## src/rtl/first_fit_block_allocator_assert.svh

```systemverilog
// ----------------------------------------------------------------------------
// first fit allocator assertion macros
// shared property forms for the allocator's concurrent checks
// ----------------------------------------------------------------------------
`ifndef FIRST_FIT_BLOCK_ALLOCATOR_ASSERT_SVH
`define FIRST_FIT_BLOCK_ALLOCATOR_ASSERT_SVH

// same-cycle implication
`define FFBA_HOLDS(label, clk, rst, ante, cons, msg) \
   label: assert property (@(posedge clk) disable iff (rst) (ante) |-> (cons)) \
      else $error(msg);

// next-cycle implication
`define FFBA_NEXT(label, clk, rst, ante, cons, msg) \
   label: assert property (@(posedge clk) disable iff (rst) (ante) |=> (cons)) \
      else $error(msg);

`endif

```

## src/rtl/ffba_alu.sv

```systemverilog
// ----------------------------------------------------------------------------
// ffba_alu
// shared add and compare unit reused by the decode, scan and mark phases
// ----------------------------------------------------------------------------
module ffba_alu #(
   parameter int W = 13
) (
   input  logic [W-1:0] opa,
   input  logic [W-1:0] opb,
   input  logic [W-1:0] cmp,
   output logic [W-1:0] sum,
   output logic         eq,
   output logic         gt
);
   assign sum = opa + opb;
   assign eq  = (opa == cmp);
   assign gt  = (opa > cmp);
endmodule

```

## config.mk

```make
export PLATFORM = sky130hd
export DESIGN_NAME = ffba_alu
export DESIGN_NICKNAME = d
export VERILOG_FILES = /design/src/rtl/first_fit_block_allocator_assert.svh /design/src/rtl/ffba_alu.sv
export SDC_FILE = /design/constraint.sdc
export NUM_CORES = 1
export LEC_CHECK = 0
export BUFFER_PORTS_ARGS = -buffer_cell sky130_fd_sc_hd__buf_4
export CAP_MARGIN = 20
export CORE_MARGIN = 2
export CORE_UTILIZATION = 25
export DETAILED_ROUTE_END_ITERATION = 8
export GPL_TIMING_DRIVEN = 0
export PLACE_DENSITY = 0.5
export SYNTH_ARGS = -nofsm -noshare
export SYNTH_HDL_FRONTEND = slang
export SYNTH_SLANG_ARGS = --single-unit
```

## constraint.sdc

```tcl
create_clock -name vclk -period 5
set_clock_uncertainty 0.1 [all_clocks]
set_input_delay 0.5 -clock vclk [all_inputs]
set_output_delay 0.5 -clock vclk [all_outputs]
set_load 0.01 [all_outputs]
```

==> run summary, run 1 <==
status: completed
Tcrit/Tclk final: 59.3%
Clock Power Share: 0%
post-CTS setup buffers: 0
FFs & Latches: 0
hold_sp: opb[0]
top-count cell post-synth: ha_1
clkbuf count: 0
WP data required: 4.40 ns
Vias: 1011
share of cells above drive strength 1: 35.1%
Reg area: 0 um^2
total die area: 4020 um^2
initial core utilization: 26.2%
First-pass DRT Iterations: 3
Vias per Instance: 4.66
Slew @ Worst Pin: 0.355 ns
cell accounting for the most synthesized area: ha_1
final antenna-violating net count: 0
Filler Cell Count: 379
DRC errors left: 0
Critical Path, Cell by Cell: buf_4, ha_1, fa_1, a21o_1, a311oi_1, or3_4, a41oi_2, xnor2_1, buf_4
synth warn: 0
P_sw: 0.0793 mW
Placed Cells: 217
WP buf/inv: 2
most used cell, CP: buf_4
internal power: 0.0909 mW
ANT cells: 0
Slew Viols, Final: 0
IO Pins: 54
CP Launch Point: opa[0]
Multi-input gate area: 822 um^2
gr usage total: 12.2%
Hold Vio Cnt, Final: 0
# resized after CTS: 0
crit-path max cell delay: 0.41 ns
initial antenna violation count: 0
Sw Ratio: 46.6%
synth cell count leaders: 25 x ha_1, 16 x a21oi_1, 16 x inv_1
largest net degree at the start of global routing: 8
post-synthesis sequential area ratio: 0%
dpl hpwl: 2180 um
post-route insts no fill: 217
worst hold path class: primary input to output pin
cells taking the most area after synthesis: ha_1 35%, a21oi_1 9.1%, xnor2_1 7.0%
top-area cell type share of the netlist area: 35.5%
Iter 0 DRT Violations: 26
Final GP Congestion: 0.798
Lkg Pwr: 0.743 nW
slowest cell on the critical path: fa_1
Sequential Power Share: 0%
RSZ-0062 raised after global routing: no
post-synthesis cell area: 882 um^2
cell count after synthesis: 117
CP arrival: 2.36 ns
Comb power frac: 100.0%
Routed WL: 2350 um
Layout area overhead: 52.5%
crit path max fanout: 3
kind of critical path: primary input to output pin
max frequency: 0.337 GHz
Buffers on Ports: 54
syn_nets: 182
Slew Limit Headroom: 75.7%
first-pass GRT wire length: 4220 um
setup violators final: 0
syn_area_per_cell: 7.54 um^2
Worst Hold Depth: 3
Rows: 21
GRT Residual Overflow: 0
WP depth: 9
die width: 63.4 um
PwrDens: 127 nW/um^2
Fin Setup TNS: 0 ns
CTS Hold Bufs: 0
post-synth cell types: 29
VDD IR max: 0.0316 mV
Max-Cap Viols: 0
Final min period: 2.96 ns
crit-path leading delay family: adder cells
NumNets Final: 238
Setup crit end kind: output pin
wire per inst: 10.8 um
vias in the first global route: 989
Worst Hold Slack: 1.20 ns
core area: 3360 um^2
Die H: 63.4 um
Worst setup SP type: primary input
==> area by class of cell <==
cell class | count | share of cell area, %
timing repair buffer | 54 | 30.1
multi-input combinational | 101 | 61.1
tap | 46 | 4.28
inverter | 16 | 4.47
==> layer usage <==
metal  share of wire [%]  track usage, %  wire length (um)
met1                  46            16.6              1070
met2                  50            22.2              1180
met3                 4.0            1.07                93
met4                   0               0                 0
met5                   0               0                 0
==> worst min-delay path, stage by stage <==
cell and delay (ns):
buf_4 0.08, ha_1 0.11, buf_4 0.11
==> power groups by stage <==
stage	combinational, mW	clock (mW)	sequential (mW)
3_5_place_dp	0.171	0	0
3_3_place_gp	0.170	0	0
5_1_grt	0.191	0	0
2_1_floorplan	0.0954	0	0
4_1_cts	0.173	0	0
6_report	0.170	0	0
==> stage by stage <==
step	instance area, um^2	power [mW]	utilization, %	setup slack [ns]
final	1350	0.170	40.0	2.04
after global routing	1350	0.191	40.0	1.87
after CTS	1350	0.173	40.0	2.01
after detailed placement	1350	0.171	40.0	2.01
after global placement	1350	0.170	40.0	2.01
after floorplan	882	0.0954	-	2.32
==> layout by cell type (no fill, tap or decap) <==
cell type,Yosys,routed
nor2_1,4,4
nand2_1,8,8
a41oi_2,1,1
buf_4,0,54
o21ai_0,3,3
a31oi_2,1,1
nor4_1,1,1
a21o_2,1,1
a31oi_1,1,1
xnor2_1,7,7
or3_4,1,1
a2111oi_0,1,1
fa_1,1,1
ha_1,25,25
nand4_1,4,4
o211ai_1,1,1
a211oi_1,1,1
and4_1,1,1
a31o_2,1,1
inv_1,16,16
xor2_1,4,4
a21oi_1,16,16
a21o_1,7,7
nand3_1,3,3
or3_1,1,1
o22ai_1,1,1
a311oi_1,2,2
or2_2,1,1
o2bb2ai_1,1,1
and3_1,2,2
==> cells by family (layout without fill, tap and decap cells) <==
kind of cell / Yosys count / in the layout / share of synthesized area (%)
compound gates: 38 / 38 / 29.1
xor+xnor: 11 / 11 / 10.9
fa+ha+maj: 26 / 26 / 37.7
buf+inv: 16 / 70 / 6.81
simple gates: 26 / 26 / 15.5
==> worst paths after layout <==
| kind | end | slack [ns] |
|---|---|---|
| setup / recovery | sum[12] | 2.04 |
| hold / removal | sum[0] | 1.20 |
Power figures use the tool's default switching activity.
==> run 2, diff against run 1 <==
Settings changed: PLACE_DENSITY 0.5 to 0.52.
Clock period 5 ns to 2.61 ns, I/O delays scaled along.
==> run 2 against run 1 <==
Total power up 92%. Sequential cell count stayed put. Clock-buffer cell count did not move. Critical endpoint unchanged.
==> run summary, run 2 (same netlist as run 1, synthesis figures left out) <==
most frequent cells in the layout: 54 x buf_4, 25 x ha_1, 16 x inv_1, 16 x a21oi_1, 8 x nand2_1 (unchanged)
setup violators final: 0 (unchanged)
initial core utilization: 26.2% (unchanged)
crit-path max cell delay: 0.42 ns (was 0.41 ns)
FFs & Latches: 0 (unchanged)
Lkg Pwr: 0.743 nW (about the same)
IO Pins: 54 (unchanged)
PwrDens: 243 nW/um^2 (was 127 nW/um^2)
Critical Path, Cell by Cell: buf_4, ha_1, fa_1, a21o_1, a311oi_1, or3_4, a41oi_2, xnor2_1, buf_4 (unchanged)
Filler Cell Count: 377 (was 379)
Buffers on Ports: 54 (unchanged)
Layout area overhead: 52.5% (unchanged)
Die H: 63.4 um (unchanged)
total power: 0.327 mW (was 0.170 mW)
WP data required: 2.25 ns (was 4.40 ns)
Slew Viols, Final: 0 (unchanged)
Worst Hold Slack: 0.722 ns (was 1.20 ns)
internal power: 0.174 mW (was 0.0909 mW)
share of cells above drive strength 1: 35.1% (unchanged)
Comb power frac: 100.0% (about the same)
Fin Setup TNS: 0 ns (unchanged)
core area: 3360 um^2 (unchanged)
# resized after CTS: 0 (unchanged)
Sequential Power Share: 0% (about the same)
worst hold path class: primary input to output pin (unchanged)
first-pass GRT wire length: 4040 um (was 4220 um)
DRC errors left: 0 (unchanged)
Hold Vio Cnt, Final: 0 (unchanged)
Sw Ratio: 46.7% (was 46.6%)
Slew @ Worst Pin: 0.396 ns (was 0.355 ns)
First-pass DRT Iterations: 4 (was 3)
VDD IR max: 0.0636 mV (was 0.0316 mV)
final antenna-violating net count: 0 (unchanged)
Max-Cap Viols: 0 (unchanged)
NumNets Final: 238 (unchanged)
P_sw: 0.153 mW (was 0.0793 mW)
dpl hpwl: 2260 um (was 2180 um)
clkbuf count: 0 (unchanged)
post-CTS setup buffers: 0 (unchanged)
largest net degree at the start of global routing: 8 (unchanged)
gr usage total: 11.6% (was 12.2%)
RSZ-0062 raised after global routing: no (unchanged)
Rows: 21 (unchanged)
Clock Power Share: 0% (about the same)
wire per inst: 11.3 um (was 10.8 um)
CP arrival: 2.15 ns (was 2.36 ns)
initial antenna violation count: 0 (unchanged)
Final min period: 2.51 ns
crit path max fanout: 3 (unchanged)
Placement Setup Slack: 0.0874 ns (was 2.01 ns)
Iter 0 DRT Violations: 51 (was 26)
Slew Limit Headroom: 72.9% (was 75.7%)
status: completed (unchanged)
setup ws final: 0.0992 ns (was 2.04 ns)
Routed WL: 2440 um (was 2350 um)
Vias per Instance: 4.73 (was 4.66)
Setup crit end kind: output pin (unchanged)
kind of critical path: primary input to output pin (unchanged)
GRT Residual Overflow: 0 (unchanged)
fin util: 40.0% (unchanged)
ANT cells: 0 (unchanged)
max frequency: 0.398 GHz
vias in the first global route: 1000 (was 989)
Reg area: 0 um^2 (unchanged)
Worst setup SP type: primary input (unchanged)
Final GP Congestion: 0.732 (was 0.798)
die width: 63.4 um (unchanged)
slowest cell on the critical path: fa_1 (unchanged)
CTS Hold Bufs: 0 (unchanged)
most common cell after layout, fill and taps aside: buf_4 (unchanged)
Vias: 1026 (was 1011)
Tcrit/Tclk final: 96.2%
total die area: 4020 um^2 (unchanged)
most used cell, CP: buf_4 (unchanged)
-- run 2: area by class of cell --
type / instances / area, um^2 / area share [%]
inverters: 16 / 60.1 / 4.47
well taps: 46 / 57.6 / 4.28
multi-input cells: 101 / 822 / 61.1
repair buffers: 54 / 405 / 30.1
-- run 2: critical path, delay by kind of cell --
| family | cells | cell delay, ns |
|---|---|---|
| AOI/OAI and AO/OA | 3 | 0.61 |
| xor gates and xnor gates | 1 | 0.20 |
| adders and majority gates | 2 | 0.63 |
| and+or+nand+nor | 1 | 0.19 |
| buffers and inverters | 2 | 0.25 |
-- run 2: metal layers --
| layer | vias to the layer above | part of all wire [%] | global-route usage, % |
|---|---|---|---|
| met1 | 449 | 48 | 16.6 |
| met3 | 0 | 5.2 | 1.07 |
| met5 | - | 0 | 0 |
| li1 | 546 | - | - |
| met4 | 0 | 0 | 0 |
| met2 | 31 | 46 | 20.1 |
-- run 2: final timing paths --
path                   start  endpoint  slack (ns)  cells past startpoint
worst max-delay path  opa[0]   sum[12]         0.1                      9
worst min-delay path  opb[0]    sum[0]        0.72                      3
-- run 2: power by group through the flow --
stage          sequential, mW  combinational, mW  clock, mW
6_report                    0              0.327          0
5_1_grt                     0              0.361          0
4_1_cts                     0              0.330          0
3_5_place_dp                0              0.329          0
3_3_place_gp                0              0.326          0
2_1_floorplan               0              0.183          0
-- run 2: stage by stage --
stage / std cells / instance area, um^2
final: 217 / 1350
after global routing: 217 / 1350
after CTS: 217 / 1350
after detailed placement: 217 / 1350
after global placement: 217 / 1350
after floorplan: 117 / 882
